### src/vssa_pkg.sv
`timescale 1ns / 1ps
// Shared types, field layouts, codes and defaults of the voice slot allocator.
package vssa_pkg;

    localparam int NUM_SLOTS_DEF = 32;

    localparam int OP_W       = 3;
    localparam int SLOT_W     = 5;
    localparam int TIME_W     = 32;
    localparam int DIST_W     = 24;
    localparam int REM_W      = 24;
    localparam int SPEED_W    = 16;
    localparam int MARK_W     = 4;
    localparam int TRAVEL_W   = TIME_W + SPEED_W;
    localparam int S_TDATA_W  = 88;
    localparam int M_TDATA_W  = 8;
    localparam int APB_ADDR_W = 3;
    localparam int APB_DATA_W = 32;

    localparam logic [SPEED_W-1:0] SOUND_SPEED_RST = 16'd343;

    // word index of the register (paddr[2])
    localparam logic REG_SOUND_SPEED = 1'b0;

    localparam logic [OP_W-1:0] OP_LOCAL     = 3'd0;
    localparam logic [OP_W-1:0] OP_WORLD     = 3'd1;
    localparam logic [OP_W-1:0] OP_WORLD_IMP = 3'd2;
    localparam logic [OP_W-1:0] OP_FIXED     = 3'd3;
    localparam logic [OP_W-1:0] OP_UPDATE    = 3'd4;
    localparam logic [OP_W-1:0] OP_RELEASE   = 3'd5;

    localparam int MB_WORLD     = 0;
    localparam int MB_FIXED     = 1;
    localparam int MB_IGNORING  = 2;
    localparam int MB_IMPORTANT = 3;

    localparam logic [MARK_W-1:0] MARKS_LOCAL     = 4'b0000;
    localparam logic [MARK_W-1:0] MARKS_WORLD     = 4'b0101;
    localparam logic [MARK_W-1:0] MARKS_WORLD_IMP = 4'b1101;
    localparam logic [MARK_W-1:0] MARKS_FIXED     = 4'b0011;

    typedef struct packed {
        logic [1:0]        pad;
        logic              ignoring;
        logic [REM_W-1:0]  remaining;
        logic [DIST_W-1:0] distance;
        logic [TIME_W-1:0] now;
        logic [SLOT_W-1:0] slot_index;
    } s_beat_t;

    typedef struct packed {
        logic              stole_playing;
        logic              stole;
        logic [SLOT_W-1:0] granted_slot;
        logic              granted;
    } m_beat_t;

    typedef struct packed {
        logic [MARK_W-1:0] marks;
        logic [TIME_W-1:0] start_time;
        logic [DIST_W-1:0] distance;
        logic [REM_W-1:0]  remaining;
    } entry_t;

    typedef struct packed {
        logic load;
        logic scan_start;
        logic scan_step;
        logic rd_slot;
        logic rel_slot;
        logic decide;
        logic upd_write;
        logic res_none;
        logic out_load;
    } cmd_t;

    typedef struct packed {
        logic is_alloc;
        logic is_maint;
        logic is_release;
        logic slot_ok;
        logic scan_last;
        logic pipe_empty;
        logic out_free;
    } sts_t;

endpackage

### src/vssa_datapath.sv
`timescale 1ns / 1ps
// Slot table, victim scan pipeline, result and output registers.
module vssa_datapath #(
    parameter int NUM_SLOTS = vssa_pkg::NUM_SLOTS_DEF
) (
    input  logic                               aclk,
    input  logic                               aresetn,
    input  logic [vssa_pkg::OP_W-1:0]          s_tuser,
    input  logic [vssa_pkg::S_TDATA_W-1:0]     s_tdata,
    output logic                               m_tvalid,
    input  logic                               m_tready,
    output logic [vssa_pkg::M_TDATA_W-1:0]     m_tdata,
    input  logic [vssa_pkg::SPEED_W-1:0]       sound_speed,
    input  vssa_pkg::cmd_t                     cmd,
    output vssa_pkg::sts_t                     sts
);

    localparam int IDX_W = (NUM_SLOTS > 1) ? $clog2(NUM_SLOTS) : 1;
    localparam int CHK_W = (IDX_W + 1 > vssa_pkg::SLOT_W) ? IDX_W + 1 : vssa_pkg::SLOT_W;

    vssa_pkg::s_beat_t in_beat;
    assign in_beat = vssa_pkg::s_beat_t'(s_tdata);

    logic [vssa_pkg::OP_W-1:0]   req_op_reg;
    logic [vssa_pkg::SLOT_W-1:0] req_slot_reg;
    logic [vssa_pkg::TIME_W-1:0] req_now_reg;
    logic [vssa_pkg::DIST_W-1:0] req_dist_reg;
    logic [vssa_pkg::REM_W-1:0]  req_rem_reg;
    logic                        req_ign_reg;

    always_ff @(posedge aclk) begin
        if (cmd.load) begin
            req_op_reg   <= s_tuser;
            req_slot_reg <= in_beat.slot_index;
            req_now_reg  <= in_beat.now;
            req_dist_reg <= in_beat.distance;
            req_rem_reg  <= in_beat.remaining;
            req_ign_reg  <= in_beat.ignoring;
        end
    end

    logic [CHK_W-1:0] slot_ext;
    logic             slot_in_range;
    logic [IDX_W-1:0] slot_addr;

    assign slot_ext      = CHK_W'(req_slot_reg);
    assign slot_in_range = slot_ext < CHK_W'(NUM_SLOTS);
    assign slot_addr     = IDX_W'(slot_ext);

    logic [NUM_SLOTS-1:0] busy_reg;
    vssa_pkg::entry_t     mem [NUM_SLOTS];

    logic             rd_en;
    logic [IDX_W-1:0] rd_addr;
    logic             wr_en;
    logic [IDX_W-1:0] wr_addr;
    vssa_pkg::entry_t wr_entry;

    logic [IDX_W-1:0] cnt_reg;

    vssa_pkg::entry_t rd_entry_reg;
    logic             s1_valid_reg;
    logic             s1_busy_reg;
    logic [IDX_W-1:0] s1_idx_reg;

    assign rd_en   = cmd.scan_step | cmd.rd_slot;
    assign rd_addr = cmd.scan_step ? cnt_reg : slot_addr;

    always_ff @(posedge aclk) begin
        if (wr_en) begin
            mem[wr_addr] <= wr_entry;
        end
        if (rd_en) begin
            rd_entry_reg <= mem[rd_addr];
            s1_busy_reg  <= busy_reg[rd_addr];
            s1_idx_reg   <= rd_addr;
        end
    end

    always_ff @(posedge aclk) begin
        if (cmd.scan_start) begin
            cnt_reg <= '0;
        end else if (cmd.scan_step) begin
            cnt_reg <= cnt_reg + 1'b1;
        end
    end

    // stage 2: travel of the sound front since its start
    logic [vssa_pkg::TIME_W-1:0]   elapsed;
    logic [vssa_pkg::TRAVEL_W-1:0] travel;

    assign elapsed = req_now_reg - rd_entry_reg.start_time;
    assign travel  = vssa_pkg::TRAVEL_W'(elapsed) * vssa_pkg::TRAVEL_W'(sound_speed);

    logic                          s2_valid_reg;
    logic                          s2_busy_reg;
    logic [IDX_W-1:0]              s2_idx_reg;
    logic [vssa_pkg::MARK_W-1:0]   s2_marks_reg;
    logic [vssa_pkg::DIST_W-1:0]   s2_dist_reg;
    logic [vssa_pkg::REM_W-1:0]    s2_rem_reg;
    logic [vssa_pkg::TRAVEL_W-1:0] s2_travel_reg;

    always_ff @(posedge aclk) begin
        if (!aresetn) begin
            s1_valid_reg <= 1'b0;
            s2_valid_reg <= 1'b0;
        end else begin
            s1_valid_reg <= cmd.scan_step;
            s2_valid_reg <= s1_valid_reg;
        end
    end

    always_ff @(posedge aclk) begin
        s2_busy_reg   <= s1_busy_reg;
        s2_idx_reg    <= s1_idx_reg;
        s2_marks_reg  <= rd_entry_reg.marks;
        s2_dist_reg   <= rd_entry_reg.distance;
        s2_rem_reg    <= rd_entry_reg.remaining;
        s2_travel_reg <= travel;
    end

    // stage 3: fold the slot into every candidate at once
    logic s2_roam;
    logic s2_ign;
    logic s2_imp;
    logic s2_passed;

    assign s2_roam   = s2_busy_reg & s2_marks_reg[vssa_pkg::MB_WORLD] &
                       ~s2_marks_reg[vssa_pkg::MB_FIXED];
    assign s2_ign    = s2_marks_reg[vssa_pkg::MB_IGNORING];
    assign s2_imp    = s2_marks_reg[vssa_pkg::MB_IMPORTANT];
    assign s2_passed = s2_travel_reg > vssa_pkg::TRAVEL_W'(s2_dist_reg);

    logic                        free_found_reg, pass_found_reg, wn_found_reg, wi_found_reg;
    logic                        far_found_reg, loc_found_reg;
    logic [IDX_W-1:0]            free_idx_reg, pass_idx_reg, wn_idx_reg, wi_idx_reg;
    logic [IDX_W-1:0]            far_idx_reg, loc_idx_reg;
    logic [vssa_pkg::DIST_W-1:0] wn_dist_reg, wi_dist_reg, far_dist_reg;
    logic [vssa_pkg::REM_W-1:0]  loc_rem_reg;
    logic                        far_ign_reg, loc_ign_reg;

    always_ff @(posedge aclk) begin
        if (!aresetn || cmd.scan_start) begin
            free_found_reg <= 1'b0;
            pass_found_reg <= 1'b0;
            wn_found_reg   <= 1'b0;
            wi_found_reg   <= 1'b0;
            far_found_reg  <= 1'b0;
            loc_found_reg  <= 1'b0;
            wn_dist_reg    <= '0;
            wi_dist_reg    <= '0;
        end else if (s2_valid_reg) begin
            if (!s2_busy_reg && !free_found_reg) begin
                free_found_reg <= 1'b1;
                free_idx_reg   <= s2_idx_reg;
            end
            if (s2_roam && s2_ign && s2_passed && !pass_found_reg) begin
                pass_found_reg <= 1'b1;
                pass_idx_reg   <= s2_idx_reg;
            end
            if (s2_roam && s2_ign && !s2_imp && (s2_dist_reg > wn_dist_reg)) begin
                wn_found_reg <= 1'b1;
                wn_idx_reg   <= s2_idx_reg;
                wn_dist_reg  <= s2_dist_reg;
            end
            if (s2_roam && s2_ign && s2_imp && (s2_dist_reg > wi_dist_reg)) begin
                wi_found_reg <= 1'b1;
                wi_idx_reg   <= s2_idx_reg;
                wi_dist_reg  <= s2_dist_reg;
            end
            if (s2_roam && (!far_found_reg || (s2_dist_reg > far_dist_reg))) begin
                far_found_reg <= 1'b1;
                far_idx_reg   <= s2_idx_reg;
                far_dist_reg  <= s2_dist_reg;
                far_ign_reg   <= s2_ign;
            end
            if (s2_busy_reg && !s2_marks_reg[vssa_pkg::MB_FIXED] &&
                (!loc_found_reg || (s2_rem_reg < loc_rem_reg))) begin
                loc_found_reg <= 1'b1;
                loc_idx_reg   <= s2_idx_reg;
                loc_rem_reg   <= s2_rem_reg;
                loc_ign_reg   <= s2_ign;
            end
        end
    end

    // victim choice
    logic                        wv_found, wv_stole, wv_play;
    logic [IDX_W-1:0]            wv_idx;
    logic                        dec_found, dec_stole, dec_play;
    logic [IDX_W-1:0]            dec_idx;
    logic [vssa_pkg::MARK_W-1:0] dec_marks;

    always_comb begin
        wv_found = 1'b0;
        wv_stole = 1'b0;
        wv_play  = 1'b0;
        wv_idx   = free_idx_reg;
        if (free_found_reg) begin
            wv_found = 1'b1;
        end else if (far_found_reg) begin
            wv_found = 1'b1;
            wv_stole = 1'b1;
            if (pass_found_reg) begin
                wv_idx = pass_idx_reg;
            end else if (wn_found_reg) begin
                wv_idx = wn_idx_reg;
            end else if (wi_found_reg) begin
                wv_idx = wi_idx_reg;
            end else begin
                wv_idx  = far_idx_reg;
                wv_play = ~far_ign_reg;
            end
        end
    end

    always_comb begin
        dec_found = 1'b0;
        dec_stole = 1'b0;
        dec_play  = 1'b0;
        dec_idx   = free_idx_reg;
        dec_marks = vssa_pkg::MARKS_LOCAL;
        case (req_op_reg)
            vssa_pkg::OP_LOCAL: begin
                if (wv_found) begin
                    dec_found = 1'b1;
                    dec_stole = wv_stole;
                    dec_play  = wv_play;
                    dec_idx   = wv_idx;
                end else if (loc_found_reg) begin
                    dec_found = 1'b1;
                    dec_stole = 1'b1;
                    dec_play  = ~loc_ign_reg;
                    dec_idx   = loc_idx_reg;
                end
            end
            vssa_pkg::OP_WORLD: begin
                dec_found = free_found_reg;
                dec_marks = vssa_pkg::MARKS_WORLD;
            end
            vssa_pkg::OP_WORLD_IMP: begin
                dec_found = wv_found;
                dec_stole = wv_stole;
                dec_play  = wv_play;
                dec_idx   = wv_idx;
                dec_marks = vssa_pkg::MARKS_WORLD_IMP;
            end
            vssa_pkg::OP_FIXED: begin
                dec_found = free_found_reg;
                dec_marks = vssa_pkg::MARKS_FIXED;
            end
            default: begin
                dec_found = 1'b0;
            end
        endcase
    end

    // update keeps the start time; the ignoring mark only moves on roaming voices
    logic                        rd_roam;
    logic [vssa_pkg::MARK_W-1:0] upd_marks;

    assign rd_roam = rd_entry_reg.marks[vssa_pkg::MB_WORLD] &
                     ~rd_entry_reg.marks[vssa_pkg::MB_FIXED];

    always_comb begin
        upd_marks = rd_entry_reg.marks;
        if (rd_roam) begin
            upd_marks[vssa_pkg::MB_IGNORING] = req_ign_reg;
        end
    end

    assign wr_en   = (cmd.decide & dec_found) | cmd.upd_write;
    assign wr_addr = cmd.upd_write ? slot_addr : dec_idx;

    always_comb begin
        wr_entry.distance  = req_dist_reg;
        wr_entry.remaining = req_rem_reg;
        if (cmd.upd_write) begin
            wr_entry.marks      = upd_marks;
            wr_entry.start_time = rd_entry_reg.start_time;
        end else begin
            wr_entry.marks      = dec_marks;
            wr_entry.start_time = req_now_reg;
        end
    end

    always_ff @(posedge aclk) begin
        if (!aresetn) begin
            busy_reg <= '0;
        end else begin
            if (cmd.rel_slot) begin
                busy_reg[slot_addr] <= 1'b0;
            end
            if (cmd.decide && dec_found) begin
                busy_reg[dec_idx] <= 1'b1;
            end
        end
    end

    vssa_pkg::m_beat_t res_reg;

    always_ff @(posedge aclk) begin
        if (cmd.res_none) begin
            res_reg <= '0;
        end else if (cmd.rel_slot || cmd.upd_write) begin
            res_reg.granted       <= 1'b1;
            res_reg.granted_slot  <= req_slot_reg;
            res_reg.stole         <= 1'b0;
            res_reg.stole_playing <= 1'b0;
        end else if (cmd.decide) begin
            res_reg.granted       <= dec_found;
            res_reg.granted_slot  <= dec_found ? vssa_pkg::SLOT_W'(dec_idx) : '0;
            res_reg.stole         <= dec_found & dec_stole;
            res_reg.stole_playing <= dec_found & dec_play;
        end
    end

    logic                       out_valid_reg;
    logic [vssa_pkg::M_TDATA_W-1:0] out_data_reg;

    always_ff @(posedge aclk) begin
        if (!aresetn) begin
            out_valid_reg <= 1'b0;
        end else if (cmd.out_load) begin
            out_valid_reg <= 1'b1;
        end else if (m_tready) begin
            out_valid_reg <= 1'b0;
        end
    end

    always_ff @(posedge aclk) begin
        if (cmd.out_load) begin
            out_data_reg <= res_reg;
        end
    end

    assign m_tvalid = out_valid_reg;
    assign m_tdata  = out_data_reg;

    always_comb begin
        sts.is_alloc   = (req_op_reg == vssa_pkg::OP_LOCAL) ||
                         (req_op_reg == vssa_pkg::OP_WORLD) ||
                         (req_op_reg == vssa_pkg::OP_WORLD_IMP) ||
                         (req_op_reg == vssa_pkg::OP_FIXED);
        sts.is_maint   = (req_op_reg == vssa_pkg::OP_UPDATE) ||
                         (req_op_reg == vssa_pkg::OP_RELEASE);
        sts.is_release = (req_op_reg == vssa_pkg::OP_RELEASE);
        sts.slot_ok    = slot_in_range && busy_reg[slot_addr];
        sts.scan_last  = (cnt_reg == IDX_W'(NUM_SLOTS - 1));
        sts.pipe_empty = ~s1_valid_reg & ~s2_valid_reg;
        sts.out_free   = ~out_valid_reg | m_tready;
    end

endmodule

### config.mk
export PLATFORM = sky130hd
export DESIGN_NAME = vssa_datapath
export DESIGN_NICKNAME = d
export VERILOG_FILES = /design/src/vssa_pkg.sv /design/src/vssa_datapath.sv
export SDC_FILE = /design/constraint.sdc
export NUM_CORES = 2
export LEC_CHECK = 0
export ABC_AREA = 0
export BUFFER_PORTS_ARGS = -buffer_cell sky130_fd_sc_hd__buf_2
export CORE_ASPECT_RATIO = 0.75
export CORE_UTILIZATION = 35
export CTS_BUF_LIST = sky130_fd_sc_hd__clkbuf_2 sky130_fd_sc_hd__clkbuf_4 sky130_fd_sc_hd__clkbuf_8
export CTS_CLUSTER_DIAMETER = 30
export DETAILED_ROUTE_END_ITERATION = 12
export PLACE_DENSITY = 0.58
export SYNTH_ARGS = -nofsm -noshare
export SYNTH_HDL_FRONTEND = slang
export SYNTH_SLANG_ARGS = --single-unit
### constraint.sdc
create_clock -name aclk -period 14.27 [get_ports aclk]
set_input_delay 2.854 -clock aclk [delete_from_list [all_inputs] [get_ports aclk]]
set_output_delay 2.854 -clock aclk [all_outputs]
set_load 0.02 [all_outputs]
==> flow_summary.json <==
{
  "status": "finished, violations left",
  "violations": "design-rule violations",
  "synth.largest_area_cell": "edfxtp_1",
  "relSlewSlack": 0.1848,
  "seqCellArea_um2": 92900,
  "clock_skew_ns": 0.09022,
  "first_pass_iters": 9,
  "min_to": "s2_rem_reg[0]$_DFF_P_",
  "r2r-start": "req_now_reg[0]$_DFFE_PP_",
  "design.final.nets": 12800,
  "finalHoldViolCount": 0,
  "start_util": 0.3515,
  "yosys_warnings": 0,
  "rows": 203,
  "hold_buffers": 0,
  "ios": 135,
  "portBuffers": 132,
  "grt_use_total": 0.2020,
  "required_ns": 15.14,
  "fp.dieW_um": 740.8,
  "syn_inst": 11840,
  "fin_crit_ns": 10.17,
  "worst-setup-path-type": "reg -> reg",
  "wl_per_cell_um": 23.99,
  "yosysMostFrequentCell": "nand2_1",
  "slew_viol_final": 0,
  "grt_pass1_wl_um": 622000,
  "drc": 4,
  "fmax_ghz": 0.09833,
  "dieArea_um2": 412000,
  "min_delay_path_depth": 0,
  "vias": 95090,
  "tightest_slew_ns": 1.223,
  "cp_max_fo": 16,
  "dp_hpwl_um": 227300,
  "largest_reg_flops": 2688,
  "ys_seq_area_frac": 0.6483,
  "grt_pass1_vias": 89730,
  "multiInputGateArea_um2": 45630,
  "gp_congestion": 0.8110,
  "drtIter0Drc": 11900,
  "worstPathArrival_ns": 11.04,
  "synth_fp_nets": 12650,
  "ys.flop_type": "edfxtp_1",
  "cap_violations": 0,
  "cts_resized": 0,
  "dieHeight_um": 556.1,
  "setup_tns_ns": 0,
  "cts_buffers": 558,
  "synth_common_cells": "nand2_1, edfxtp_1, nand3_1",
  "synth_area_leaders": "edfxtp_1, nand2_1, fa_1, nand3_1, dfxtp_1",
  "synthArstFlopShare": 0,
  "cts_setup_buffers": 0,
  "finalSetupViolations": 0,
  "synth_area_um2": 143300,
  "slowest_stage": "xor2_2",
  "finalCritPeriodShare": 0.7126,
  "drive_above_1_share": 0.1107,
  "regToRegSetupSlack_ns": 4.10,
  "reg2reg_depth": 28,
  "syn_avg_cell_area_um2": 12.10,
  "htree_levels": 6,
  "critPathLaunchType": "flip-flop",
  "path_common_cell": "fa_1",
  "grt-ovfl-total": 0,
  "r2r-end": "s2_travel_reg[40]$_DFF_P_",
  "grt_max_degree": 177,
  "drt-total-wl_um": 428400,
  "syn2layout_area_growth_pct": 13.12,
  "final_area_um2": 162100,
  "place_area_um2": 150300,
  "clockBufferDepth": 4,
  "max_stage_delay_ns": 0.98,
  "yosysUniqueCellTypes": 75,
  "yosysTopAreaCellShare": 0.6193,
  "hp-class": "reg -> reg",
  "fillers": 38330,
  "coreArea_um2": 407700,
  "cts_tree": "done",
  "clk_latency_ns": 1.08,
  "min-delay-start": "rd_entry_reg[0]$_DFFE_PP_",
  "cts.clk_slew.worst_paths_ns": 0.06,
  "avgViaCountPerCell": 5.324,
  "antenna_found_initial": 15,
  "cp-end-kind": "flip-flop",
  "clock_sinks": 3163,
  "clockRootBuffer": "clkbuf_8",
  "synth_edf_count": 2955,
  "ys_seq_elements": 3163,
  "rsz0062_at_grt": "false",
  "ant_nets": 0
}
## logic make-up after synthesis
logic type | after synthesis | synth area share
simple gates | 5351 | 0.1635
flops | 3163 | 0.6483
buf+inv | 1384 | 0.03635
compound gates | 1083 | 0.05721
fa+ha+maj | 691 | 0.08229
mux | 102 | 0.008234
xor+xnor | 67 | 0.004095
## worst max-delay path, delay by kind of cell, from the launching register on
family / cells / cell delay [ns]
flops: 1 / 0.36
xor+xnor: 1 / 0.98
mux: 1 / 0.22
fa+ha+maj: 9 / 3.84
buf+inv: 4 / 0.25
compound gates: 7 / 3.24
simple gates: 6 / 1.06
## per-layer routing
| metal | routed length (um) | vias up | global-route usage |
|---|---|---|---|
| met3 | 40730 | 604 | 0.04097 |
| met5 | 13 | - | 0 |
| met4 | 9294 | 2 | 0.04922 |
| li1 | - | 42530 | - |
| met1 | 197900 | 47560 | 0.3112 |
| met2 | 180400 | 4388 | 0.2897 |
## final cells by class
| cell class | count | area share |
|---|---|---|
| clock buffers | 741 | 0.05705 |
| multi-input cells | 7294 | 0.2815 |
| repair buffers | 344 | 0.01597 |
| clock inverters | 247 | 0.01549 |
| well taps | 5432 | 0.04193 |
| diodes | 5 | 0.00007719 |
| inverters | 633 | 0.01484 |
| flip-flops and latches | 3163 | 0.5731 |
## worst max-delay path by stage
stage / start / end / slack [ns] / cells after the start
after global placement: sound_speed[1] / s2_travel_reg[40]$_DFF_P_ / 4.48 / 22
final: req_now_reg[0]$_DFFE_PP_ / s2_travel_reg[40]$_DFF_P_ / 4.10 / 28
after detailed placement: sound_speed[1] / s2_travel_reg[40]$_DFF_P_ / 4.39 / 22
after floorplan: sound_speed[9] / s2_travel_reg[47]$_DFF_P_ / 5.33 / 23
after global routing: req_now_reg[0]$_DFFE_PP_ / s2_travel_reg[33]$_DFF_P_ / 3.68 / 28
after CTS: req_now_reg[2]$_DFFE_PP_ / s2_travel_reg[47]$_DFF_P_ / 4.44 / 26
## cells in the final DEF, fill, tap and decap left out, types with 45 or more instances in the layout
cell,count
nand4_1,57
nor2_1,124
nor2b_1,58
dfxtp_1,208
edfxtp_1,2955
a21oi_1,109
inv_1,625
fa_1,419
nand2_1,3150
ha_1,272
a31oi_1,104
nand2b_1,45
and2_1,180
a311oi_1,441
clkbuf_8,590
buf_4,187
clkinv_1,75
a21o_1,143
nand3_1,1427
o21ai_0,50
clkbuf_4,152
clkinv_2,55
and3_1,192
buf_2,130
## through the flow
step	std cells	setup WS, ns	hold WS [ns]	util
CTS	17850	4.442	0.3350	0.3976
global placement	16870	4.484	0.3238	0.3687
floorplan	11840	5.326	0.3233	-
finish	17860	4.101	0.3362	0.3976
detailed placement	16870	4.389	0.3269	0.3687
global route	17860	3.679	0.3378	0.3976
Power is left out: the tool's default activity adds up to more than one toggle a clock period on the data nets, which glitch-free logic cannot reach.
