===== config.mk =====
export PLATFORM = sky130hd
export DESIGN_NAME = vssa_ctrl
export DESIGN_NICKNAME = d
export VERILOG_FILES = /design/src/vssa_pkg.sv /design/src/vssa_ctrl.sv
export SDC_FILE = /design/constraint.sdc
export NUM_CORES = 1
export LEC_CHECK = 0
export BUFFER_PORTS_ARGS = -buffer_cell sky130_fd_sc_hd__buf_2
export CORE_AREA = 3 3 40 42
export CTS_CLUSTER_DIAMETER = 150
export DETAILED_ROUTE_END_ITERATION = 12
export DIE_AREA = 0 0 43 45
export GPL_TIMING_DRIVEN = 0
export PLACE_DENSITY = 0.69
export SLEW_MARGIN = 0
export SYNTH_ARGS = -nofsm -noshare
export SYNTH_HDL_FRONTEND = slang
export SYNTH_SLANG_ARGS = --single-unit

===== constraint.sdc =====
create_clock -name aclk -period 2.2 [get_ports aclk]
set_input_delay 0.55 -clock aclk [delete_from_list [all_inputs] [get_ports aclk]]
set_output_delay 0.55 -clock aclk [all_outputs]
set_load 0.01 [all_outputs]

===== src/vssa_pkg.sv =====
`timescale 1ns / 1ps
// Shared types, field layouts, codes and defaults of the voice slot allocator.
package vssa_pkg;

    localparam int NUM_SLOTS_DEF = 32;

    localparam int OP_W       = 3;
    localparam int SLOT_W     = 5;
    localparam int TIME_W     = 32;
    localparam int DIST_W     = 24;
    localparam int REM_W      = 24;
    localparam int SPEED_W    = 16;
    localparam int MARK_W     = 4;
    localparam int TRAVEL_W   = TIME_W + SPEED_W;
    localparam int S_TDATA_W  = 88;
    localparam int M_TDATA_W  = 8;
    localparam int APB_ADDR_W = 3;
    localparam int APB_DATA_W = 32;

    localparam logic [SPEED_W-1:0] SOUND_SPEED_RST = 16'd343;

    // word index of the register (paddr[2])
    localparam logic REG_SOUND_SPEED = 1'b0;

    localparam logic [OP_W-1:0] OP_LOCAL     = 3'd0;
    localparam logic [OP_W-1:0] OP_WORLD     = 3'd1;
    localparam logic [OP_W-1:0] OP_WORLD_IMP = 3'd2;
    localparam logic [OP_W-1:0] OP_FIXED     = 3'd3;
    localparam logic [OP_W-1:0] OP_UPDATE    = 3'd4;
    localparam logic [OP_W-1:0] OP_RELEASE   = 3'd5;

    localparam int MB_WORLD     = 0;
    localparam int MB_FIXED     = 1;
    localparam int MB_IGNORING  = 2;
    localparam int MB_IMPORTANT = 3;

    localparam logic [MARK_W-1:0] MARKS_LOCAL     = 4'b0000;
    localparam logic [MARK_W-1:0] MARKS_WORLD     = 4'b0101;
    localparam logic [MARK_W-1:0] MARKS_WORLD_IMP = 4'b1101;
    localparam logic [MARK_W-1:0] MARKS_FIXED     = 4'b0011;

    typedef struct packed {
        logic [1:0]        pad;
        logic              ignoring;
        logic [REM_W-1:0]  remaining;
        logic [DIST_W-1:0] distance;
        logic [TIME_W-1:0] now;
        logic [SLOT_W-1:0] slot_index;
    } s_beat_t;

    typedef struct packed {
        logic              stole_playing;
        logic              stole;
        logic [SLOT_W-1:0] granted_slot;
        logic              granted;
    } m_beat_t;

    typedef struct packed {
        logic [MARK_W-1:0] marks;
        logic [TIME_W-1:0] start_time;
        logic [DIST_W-1:0] distance;
        logic [REM_W-1:0]  remaining;
    } entry_t;

    typedef struct packed {
        logic load;
        logic scan_start;
        logic scan_step;
        logic rd_slot;
        logic rel_slot;
        logic decide;
        logic upd_write;
        logic res_none;
        logic out_load;
    } cmd_t;

    typedef struct packed {
        logic is_alloc;
        logic is_maint;
        logic is_release;
        logic slot_ok;
        logic scan_last;
        logic pipe_empty;
        logic out_free;
    } sts_t;

endpackage


===== src/vssa_ctrl.sv =====
`timescale 1ns / 1ps
// Request sequencer of the voice slot allocator.
module vssa_ctrl (
    input  logic            aclk,
    input  logic            aresetn,
    input  logic            s_tvalid,
    output logic            s_tready,
    input  vssa_pkg::sts_t  sts,
    output vssa_pkg::cmd_t  cmd
);

    typedef enum logic [6:0] {
        ST_IDLE     = 7'b0000001,
        ST_DISPATCH = 7'b0000010,
        ST_SCAN     = 7'b0000100,
        ST_DRAIN    = 7'b0001000,
        ST_DECIDE   = 7'b0010000,
        ST_UPDATE   = 7'b0100000,
        ST_RESULT   = 7'b1000000
    } state_t;

    state_t state_reg;
    state_t state_next;

    always_ff @(posedge aclk) begin
        if (!aresetn) begin
            state_reg <= ST_IDLE;
        end else begin
            state_reg <= state_next;
        end
    end

    assign s_tready = (state_reg == ST_IDLE);

    always_comb begin
        cmd        = '0;
        state_next = state_reg;
        case (state_reg)
            ST_IDLE: begin
                if (s_tvalid) begin
                    cmd.load   = 1'b1;
                    state_next = ST_DISPATCH;
                end
            end
            ST_DISPATCH: begin
                if (sts.is_alloc) begin
                    cmd.scan_start = 1'b1;
                    state_next     = ST_SCAN;
                end else if (sts.is_maint && sts.slot_ok) begin
                    if (sts.is_release) begin
                        cmd.rel_slot = 1'b1;
                        state_next   = ST_RESULT;
                    end else begin
                        cmd.rd_slot = 1'b1;
                        state_next  = ST_UPDATE;
                    end
                end else begin
                    cmd.res_none = 1'b1;
                    state_next   = ST_RESULT;
                end
            end
            ST_SCAN: begin
                cmd.scan_step = 1'b1;
                if (sts.scan_last) begin
                    state_next = ST_DRAIN;
                end
            end
            ST_DRAIN: begin
                if (sts.pipe_empty) begin
                    state_next = ST_DECIDE;
                end
            end
            ST_DECIDE: begin
                cmd.decide = 1'b1;
                state_next = ST_RESULT;
            end
            ST_UPDATE: begin
                cmd.upd_write = 1'b1;
                state_next    = ST_RESULT;
            end
            ST_RESULT: begin
                if (sts.out_free) begin
                    cmd.out_load = 1'b1;
                    state_next   = ST_IDLE;
                end
            end
            default: begin
                state_next = ST_IDLE;
            end
        endcase
    end

endmodule


==> results by group, run 1 <==
Floorplanning
  – Die Span Y: approximately 45 µm
  – Die Span X: 43 µm
  – IO Count: 20
  – DIE AREA: roughly 0.0019 mm²
  – Initial core utilization: 0.434
  – Core Footprint: around 0.0013 mm²
  – Std cell rows: 13

Timing
  – Final setup margin: between 0.1 and 0.15 ns
  – Slew HR: 0.696
  – Final setup vio count: 0
  – Final hold violations: 0
  – Setup TNS: 0 ns
  – Max Clock Freq: around 480 MHz
  – Crit path time final: between 2 and 2.5 ns
  – Final period utilization: 0.951
  – Setup repair after global routing missed its margin: false
  – Worst Skew: ~0.0019 ns
  – Final Max Slew Viols: 0
  – Actual slew at the worst max-slew pin: about 0.45 ns

Synthesis
  – Post-synthesis mux area share: 0.0179
  – Cells after Synth: 74
  – Most frequent cell after synthesis: nor2_1
  – Share of the synthesized area in the top cell type: 0.251
  – FF+latch count, synth: 7
  – Most frequent cells after synthesis: 13 x nor2_1, 7 x dfxtp_1, 6 x a21oi_1, 5 x nand2_1, 4 x nand3_1
  – Post-synth top flop: dfxtp_1
  – Register area share after synthesis: 0.251
  – Synth Area in XOR/XNOR: 0
  – Mean post-synth cell area: approximately 7.5 µm²
  – Synth warnings: 0
  – Synth Area in Simple Gates: 0.482
  – Asr flop ratio synth: 0
  – Top area cells in the synthesized netlist: dfxtp_1 25%, nor2_1 8.7%, nor3_4 5.8%, a21oi_1 5.4%, nand3_1 3.6%
  – Syn nets: 84
  – Combinational family with the most area after synthesis: simple AND/OR/NAND/NOR gates
  – Compound-gate portion of the synthesized area: 0.152
  – Post-synth EDFFs: 0
  – Distinct cells, synth: 33
  – Synthesized area: ~560 µm²
  – Post-synthesis adder-cell area fraction: 0.0179
  – Area leader, netlist: dfxtp_1

Clock network
  – Root buffer cell: clkbuf_4
  – Skew-Pair Late Insertion Delay: around 0.26 ns
  – Cts hold-fix bufs: 0
  – CTS tree: yes
  – Clk sinks: 7
  – CTS buffer count: 3
  – Clk slew on worst S/H paths: 0.06 ns
  – H-tree depth: 1
  – Max clock buf depth: 2

Placement
  – Placed cell area: approximately 670 µm²
  – Dpl ws: around 0.16 ns
  – Post-DP HPWL: around 1100 µm
  – PortBufs: 19
  – RD Place Congestion: ~0.75

Worst setup path
  – Setup crit start kind: register
  – Worst Path Required: 1.65 ns
  – Critical path class: reg -> out
  – CP max-delay cell: or3_4
  – Critical Path AT: 1.54 ns
  – Register-to-register setup slack: roughly 0.63 ns
  – Crit Path Max Fanout: 4
  – Most frequent CP cell: nor3_4
  – Critical path, cell by cell: nor3_4, nand2_2, or3_4, nor3_4, buf_2
  – Critical path's largest stage delay: approximately 0.37 ns
  – Worst setup EP type: primary output

Global route
  – Total congestion overflow: 0
  – Vias in the first global route: between 500 and 600
  – All-Layer GR Usage: 0.174
  – First-pass GRT wire length: ~2500 µm
  – Antenna violations before repair: 0
  – Largest net degree at the start of global routing: 11

Power and ir drop
  – Static Leak: around 0.35 nW
  – PD cells: approximately 570 mW/mm²
  – VDD IR max: between 0.2 and 0.25 mV

Drt
  – Via Count: roughly 640
  – Wire per inst: around 13 µm
  – Total Routed Length: ~1500 µm
  – Drt pass-1 iters: 4
  – Detail Route Antenna Nets: 0
  – Residual DRC count: 0
  – Vias per cell: 5.63
  – Starting DRT DRC Count: 6

Layout
  – ANT cells: 0
  – Layout area overhead: 34.1%
  – Largest register FFs: 7
  – Filler cells: 114
  – Final Cell Area: 748 µm²
  – Share of cells above drive strength 1: 0.434
  – Layout net count: 110

Hold path
  – Hold crit path type: in -> reg

Run
  – Max_cap viols: 0

Run status
  – Run status: completed
logic make-up after synthesis:
family          Yosys count
simple gates             45
compound gates           13
buf+inv                   7
flops                     7
mux                       1
fa+ha+maj                 1
worst paths after layout:
check / from / endpoint / depth (start not counted)
worst max register to register: state_reg[4] / state_reg[1] / 6
worst max-delay path: state_reg[4] / cmd[5] / 5
worst min-delay path: sts[1] / state_reg[4] / 3
worst min register to register: state_reg[3] / state_reg[4] / 2
cell usage in the layout, fill, tap and decap left out, types with 2 or more instances in the layout:
cell      Yosys  layout
nor4b_1       2       2
a21oi_1       6       6
and3_1        2       2
inv_1         2       2
buf_4         2       7
nor2_4        0       2
dfxtp_4       0       2
and2_1        2       2
nor3_4        2       2
or3b_1        2       2
nor2_1       13      11
nand3_1       4       4
buf_2         2      19
clkbuf_4      0       3
dfxtp_2       0       3
nand2_1       5       5
dfxtp_1       7       2
nand3b_1      2       2
critical path, delay by kind of cell, from the launching register on:
family,cells,cell delay (ns)
flops,1,0.35
simple gates,4,0.78
buf+inv,1,0.15
stage by stage:
stage / hold slack [ns] / std cells / power, mW / util
floorplan: 0.549 / 74 / 0.245 / -
global placement: 0.588 / 108 / 0.286 / 0.523
detailed placement: 0.605 / 108 / 0.290 / 0.523
CTS: 0.535 / 116 / 0.416 / 0.583
global route: 0.552 / 114 / 0.449 / 0.582
finish: 0.535 / 114 / 0.425 / 0.582
power by group:
group | leakage (nW) | switching, mW | internal [mW]
registers | 0.0601 | 0.0171 | 0.136
clock network | 0.0150 | 0.0527 | 0.0696
logic | 0.271 | 0.0811 | 0.0683
per-layer routing:
layer | GRT usage | wire [µm] | vias to the layer above
met5 | 0 | 0 | -
met4 | 0.0904 | 32 | 0
met3 | 0.0478 | 123 | 7
met2 | 0.272 | 653 | 27
met1 | 0.219 | 658 | 290
li1 | - | - | 318
final cells by class:
cell class / count / area (µm²) / area share
plain buffers: 1 / 7.51 / 0.0100
repair buffers: 25 / 140 / 0.187
clock buffers: 4 / 26.3 / 0.0351
well taps: 15 / 18.8 / 0.0251
multi-input cells: 60 / 397 / 0.530
flip-flops and latches: 7 / 151 / 0.202
inverters: 2 / 7.51 / 0.0100
repair_timing:
action / CTS / global route
pin swaps: 4 / 3
setup buffers: 7 / 0
endpoints found under the setup margin: 1 / 5
gates resized for setup: 6 / 8
Power figures use the tool's default switching activity.
==> run 2: changes to the inputs <==
PLACE_DENSITY = 0.65   (was 0.69)
==> results by group, run 2 (synthesized netlist as in run 1, its figures left out) <==
Layout
  – Layout area overhead: 33.2%
  – Filler cells: 127 (+11%)
  – ANT cells: 0 (unchanged)
  – Layout net count: 109 (-0.91%)
  – Largest register FFs: 7 (unchanged)
  – Commonest non-fill, non-tap cells in the layout: 19 x buf_2, 11 x nor2_1, 6 x buf_4, 5 x nand2_1, 5 x a21oi_1
  – Final Cell Area: 743 µm² (-0.67%)
  – Share of cells above drive strength 1: 0.429 (-0.00577)
  – Finished Layout Cells: 113 (-0.88%)
  – Most common cell after layout, fill and taps aside: buf_2

Drt
  – Starting DRT DRC Count: 12 (+6)
  – Vias per cell: 5.55 (-1.5%)
  – Total Routed Length: 1420 µm (-3.3%)
  – Detail Route Antenna Nets: 0 (unchanged)
  – Via Count: 627 (-2.3%)
  – Residual DRC count: 0 (unchanged)
  – Wire per inst: 12.6 µm (-2.5%)
  – Drt pass-1 iters: 4 (unchanged)

Timing
  – Setup repair after global routing missed its margin: false
  – Final hold violations: 0 (unchanged)
  – Hold_ws: 0.533 ns (-0.00178 ns)
  – Worst Skew: 0.00284 ns (+0.000944 ns)
  – Final setup vio count: 0 (unchanged)
  – Final period utilization: 0.956 (+0.00513)
  – Max Clock Freq: 476 MHz (-0.54%)
  – Final Max Slew Viols: 0 (unchanged)
  – Slew HR: 0.765 (+0.0688)
  – Actual slew at the worst max-slew pin: 0.349 ns (-0.102 ns)
  – Crit path time final: 2.10 ns (+0.0113 ns)
  – Setup TNS: 0 ns (unchanged)

Global route
  – Vias in the first global route: 542 (-8.9%)
  – Antenna violations before repair: 0 (unchanged)
  – Total congestion overflow: 0 (unchanged)
  – All-Layer GR Usage: 0.163 (-0.0106)
  – First-pass GRT wire length: 2360 µm (-5.5%)
  – Largest net degree at the start of global routing: 11 (unchanged)

Power and ir drop
  – Comb pwr share: 0.346 (-0.006)
  – Seq pwr share: 0.365 (+0.005)
  – Int Pwr: 0.272 mW (-0.57%)
  – Switching power: 0.145 mW (-3.8%)
  – VDD IR max: 0.295 mV (+28%)
  – Net Sw Frac: 0.348 (-0.00759)
  – Final Total Pwr: 0.417 mW (-1.7%)
  – Clk network pwr share: 0.289 (about the same)
  – PD cells: 561 mW/mm² (-1.1%)
  – Static Leak: 0.339 nW (-1.9%)

Run
  – Max_cap viols: 0 (unchanged)

Clock network
  – Clk slew on worst S/H paths: 0.06 ns (about the same)
  – Clk sinks: 7 (unchanged)
  – Max clock buf depth: 2 (unchanged)
  – Skew-Pair Late Insertion Delay: 0.25 ns (about the same)
  – CTS buffer count: 3 (unchanged)
  – Root buffer cell: clkbuf_4
  – H-tree depth: 1 (unchanged)
  – CTS tree: yes

Floorplanning
  – DIE AREA: 0.00194 mm² (unchanged)
  – Core Footprint: 0.00128 mm² (unchanged)
  – Initial core utilization: 0.434 (unchanged)
  – Die Span X: 43 µm (unchanged)
  – IO Count: 20 (unchanged)
  – Std cell rows: 13 (unchanged)
  – Die Span Y: 45 µm (unchanged)

Worst setup path
  – Worst setup EP type: primary output
  – Critical Path AT: 1.55 ns (about the same)
  – Critical path class: reg -> out
  – Worst Path Required: 1.65 ns (about the same)
  – Setup crit start kind: register
  – Critical path, cell by cell: nor3_4, nand2_2, or3_4, nor3_4, buf_2
  – Most frequent CP cell: nor3_4
  – Critical path's largest stage delay: 0.38 ns (about the same)
  – Crit Path Max Fanout: 4 (unchanged)
  – CP max-delay cell: or3_4
  – Register-to-register setup slack: 0.63 ns (about the same)

Placement
  – Post-Place Cells: 108 (unchanged)
  – RD Place Congestion: 0.762 (+1.8%)
  – PortBufs: 19 (unchanged)
  – Placed cell area: 672 µm² (unchanged)
  – Post-DP HPWL: 1030 µm (-3.6%)

Hold path
  – Hold crit path type: reg -> reg

Run status
  – Run status: completed
[run 2: cell count changes in the layout (fill, tap and decap cells not counted), sizes merged]
cell,previous run,this run
buf,26,25
[run 2: path summary, 6_finish.rpt]
path | end | cells past startpoint | from
setup reg to reg | state_reg[5] | 5 | state_reg[2]
hold / removal | state_reg[4] | 2 | state_reg[3]
hold reg to reg | state_reg[4] | 2 | state_reg[3]
setup / recovery | cmd[5] | 5 | state_reg[6]
[run 2: routing by layer]
metal  routed length, µm  track usage  vias to the layer above
met3                  82       0.0239                        5
met1                 646        0.220                      284
li1                    -            -                      312
met4                  32       0.0723                        0
met5                   0            0                        -
met2                 657        0.260                       26
[run 2: timing repair]
| action | in CTS | in global routing |
|---|---|---|
| setup endpoints to repair | 1 | 6 |
| hold buffers | 0 | 0 |
| pin swaps | 4 | 3 |
| setup buffers | 6 | 0 |
| resized for setup | 8 | 6 |
| cloned | 0 | 0 |
[run 2: worst max-delay path, delay by kind of cell, from the launching register on]
family	cells	cell delay [ns]
flip-flops	1	0.34
buffers and inverters	1	0.15
AND/OR/NAND/NOR	4	0.80
[run 2: final cells by class]
class,count,area [µm²],share of cell area
clock buffers,4,26.3,0.0354
flip-flops and latches,7,151,0.204
well taps,15,18.8,0.0253
multi-input cells,60,399,0.537
repair buffers,24,133,0.178
plain buffers,1,7.51,0.0101
inverters,2,7.51,0.0101
[run 2: stage by stage]
| step | setup slack [ns] | utilization |
|---|---|---|
| after CTS | -0.0266 | 0.585 |
| after global routing | 0.0286 | 0.578 |
| after floorplan | 0.334 | - |
| after global placement | 0.157 | 0.523 |
| after detailed placement | 0.139 | 0.523 |
| final | 0.0974 | 0.578 |
[run 2: power groups by stage]
stage	Sequential (mW)	Clock (mW)	Combinational (mW)
3_5_place_dp	0.153	0	0.135
6_report	0.152	0.121	0.144
3_3_place_gp	0.153	0	0.134
2_1_floorplan	0.150	0	0.0952
4_1_cts	0.150	0.122	0.142
5_1_grt	0.154	0.129	0.159
==> run 3: changes to the inputs <==
PLACE_DENSITY = 0.76   (was 0.65)
==> results by group, run 3 (synthesized netlist as in run 1, its figures left out) <==
Power and ir drop
  – Seq pwr share: 0.371 (+0.006)
  – Comb pwr share: 0.344 (-0.002)
  – Switching power: 0.150 mW (+3.3%)
  – Static Leak: 0.352 nW (+3.9%)
  – Net Sw Frac: 0.352 (+0.00409)
  – VDD IR max: 0.281 mV (-5.0%)
  – Final Total Pwr: 0.426 mW (+2.1%)
  – Int Pwr: 0.276 mW (+1.5%)
  – PD cells: 568 mW/mm² (+1.3%)
  – Clk network pwr share: 0.286 (-0.003)

Timing
  – Worst Skew: 0.000279 ns (-0.00256 ns)
  – Setup repair after global routing missed its margin: true
  – Final Max Slew Viols: 0 (unchanged)
  – Final period utilization: 0.975 (+0.0191)
  – Hold_ws: 0.532 ns (-0.00135 ns)
  – Final setup vio count: 0 (unchanged)
  – Max Clock Freq: 466 MHz (-2.0%)
  – Slew HR: 0.636 (-0.129)
  – Actual slew at the worst max-slew pin: 0.541 ns (+0.191 ns)
  – Crit path time final: 2.14 ns (+0.0420 ns)
  – Final hold violations: 0 (unchanged)
  – Final setup margin: 0.0554 ns (-0.0420 ns)

Floorplanning
  – Core Footprint: 0.00128 mm² (unchanged)
  – Initial core utilization: 0.434 (unchanged)
  – Die Span Y: 45 µm (unchanged)
  – DIE AREA: 0.00194 mm² (unchanged)
  – Std cell rows: 13 (unchanged)
  – Die Span X: 43 µm (unchanged)
  – IO Count: 20 (unchanged)

Global route
  – Total congestion overflow: 0 (unchanged)
  – Largest net degree at the start of global routing: 11 (unchanged)
  – First-pass GRT wire length: 2350 µm (-0.55%)
  – All-Layer GR Usage: 0.166 (+0.00264)
  – Antenna violations before repair: 0 (unchanged)
  – Vias in the first global route: 544 (+0.37%)

Clock network
  – Skew-Pair Late Insertion Delay: 0.26 ns (about the same)
  – Max clock buf depth: 2 (unchanged)
  – Root buffer cell: clkbuf_4
  – Clk slew on worst S/H paths: 0.05 ns (about the same)
  – CTS tree: yes
  – Clk sinks: 7 (unchanged)
  – H-tree depth: 1 (unchanged)
  – CTS buffer count: 3 (unchanged)

Drt
  – Vias per cell: 5.32 (-4.2%)
  – Wire length on met3: 109 µm (+33%)
  – Total Routed Length: 1420 µm (+0.21%)
  – Residual DRC count: 0 (unchanged)
  – Starting DRT DRC Count: 12 (unchanged)
  – Drt pass-1 iters: 4 (unchanged)
  – Wire per inst: 12.5 µm (-0.67%)
  – M1 wire length: 607 µm (-6.0%)
  – Detail Route Antenna Nets: 0 (unchanged)
  – Top routing layer used: met4
  – Via Count: 606 (-3.3%)
  – DR WL met2: 662 µm (+0.76%)

Layout
  – Commonest non-fill, non-tap cells in the layout: 19 x buf_2, 10 x nor2_1, 6 x a21oi_1, 6 x buf_4, 5 x nand2_1
  – ANT cells: 0 (unchanged)
  – Finished Layout Cells: 114 (+0.88%)
  – Share of cells above drive strength 1: 0.434 (+0.00577)
  – Largest register FFs: 7 (unchanged)
  – Layout net count: 110 (+0.92%)
  – Most common cell after layout, fill and taps aside: buf_2
  – Layout area overhead: 34.3%

Placement
  – RD Place Congestion: 0.799 (+4.8%)
  – Post-DP HPWL: 1010 µm (-1.2%)
  – Dpl ws: 0.169 ns (+0.0297 ns)
  – Post-Place Cells: 108 (unchanged)
  – PortBufs: 19 (unchanged)

Run
  – Max_cap viols: 0 (unchanged)

Run status
  – Run status: completed

Worst setup path
  – Setup crit start kind: register
  – Critical path class: reg -> out
  – Critical Path AT: 1.59 ns (+0.04 ns)
  – Critical path, cell by cell: nor3_4, nand2_2, or3_4, buf_6, nor2_2, buf_2
  – Worst setup EP type: primary output
  – CP max-delay cell: or3_4
  – Register-to-register setup slack: 0.62 ns (about the same)
  – Worst Path Required: 1.65 ns (about the same)
  – Critical path's largest stage delay: 0.37 ns (about the same)
  – Crit Path Max Fanout: 3 (-1)

Hold path
  – Hold crit path type: in -> reg
==> run 3: cell count changes in the layout (fill, tap and decap cells not counted) <==
| cell | previous run | this run |
|---|---|---|
| nor4_2 | 1 | 0 |
| a21oi_1 | 5 | 6 |
| nor2_2 | 1 | 3 |
| buf_6 | 0 | 1 |
| nor4_1 | 0 | 1 |
| nand2b_4 | 0 | 1 |
| nor2_1 | 11 | 10 |
| nor2_4 | 2 | 1 |
| nand2b_1 | 2 | 1 |
| a21oi_2 | 1 | 0 |
==> run 3: what timing repair did <==
action                                  CTS  global route
setup buffers                             6             0
gates resized for setup                   7             7
endpoints found under the setup margin    1             5
hold buffers                              0             0
pin swaps                                 4             3
==> run 3: final timing paths <==
path / from / endpoint / depth (start not counted)
max: state_reg[6] / cmd[4] / 6
min: sts[1] / state_reg[4] / 3
max reg2reg: state_reg[4] / state_reg[1] / 6
min reg2reg: state_reg[4] / state_reg[4] / 3
==> run 3: metrics by stage <==
stage | instance area (µm²) | setup TNS [ns] | util
3_5_place_dp | 672 | 0 | 0.523
6_report | 749 | 0 | 0.583
2_1_floorplan | 558 | 0 | -
4_1_cts | 743 | -0.0122 | 0.578
3_3_place_gp | 672 | 0 | 0.523
5_1_grt | 749 | -0.0142 | 0.583
==> run 3: area by class of cell <==
class,instances,area [µm²]
Tap cell,15,18.8
Multi-Input combinational cell,60,394
Inverter,2,7.51
Fill cell,122,536
Timing Repair Buffer,25,144
Sequential cell,7,151
Buffer,1,7.51
Clock buffer,4,26.3
==> run 3: per-layer routing <==
layer / global-route usage / vias up
met5: 0 / -
met4: 0.108 / 0
met3: 0.0359 / 4
met2: 0.266 / 25
met1: 0.201 / 261
li1: - / 316
==> run 3: power groups by stage <==
stage | clock [mW] | combinational (mW) | sequential (mW)
floorplan | 0 | 0.0952 | 0.150
global placement | 0 | 0.132 | 0.153
detailed placement | 0 | 0.135 | 0.154
CTS | 0.122 | 0.140 | 0.151
global route | 0.128 | 0.164 | 0.160
finish | 0.122 | 0.146 | 0.158
==> run 3: critical path: cells and delay by family (launching register included) <==
| kind | cells | cell delay [ns] |
|---|---|---|
| flops | 1 | 0.34 |
| simple gates | 4 | 0.74 |
| buf+inv | 2 | 0.26 |
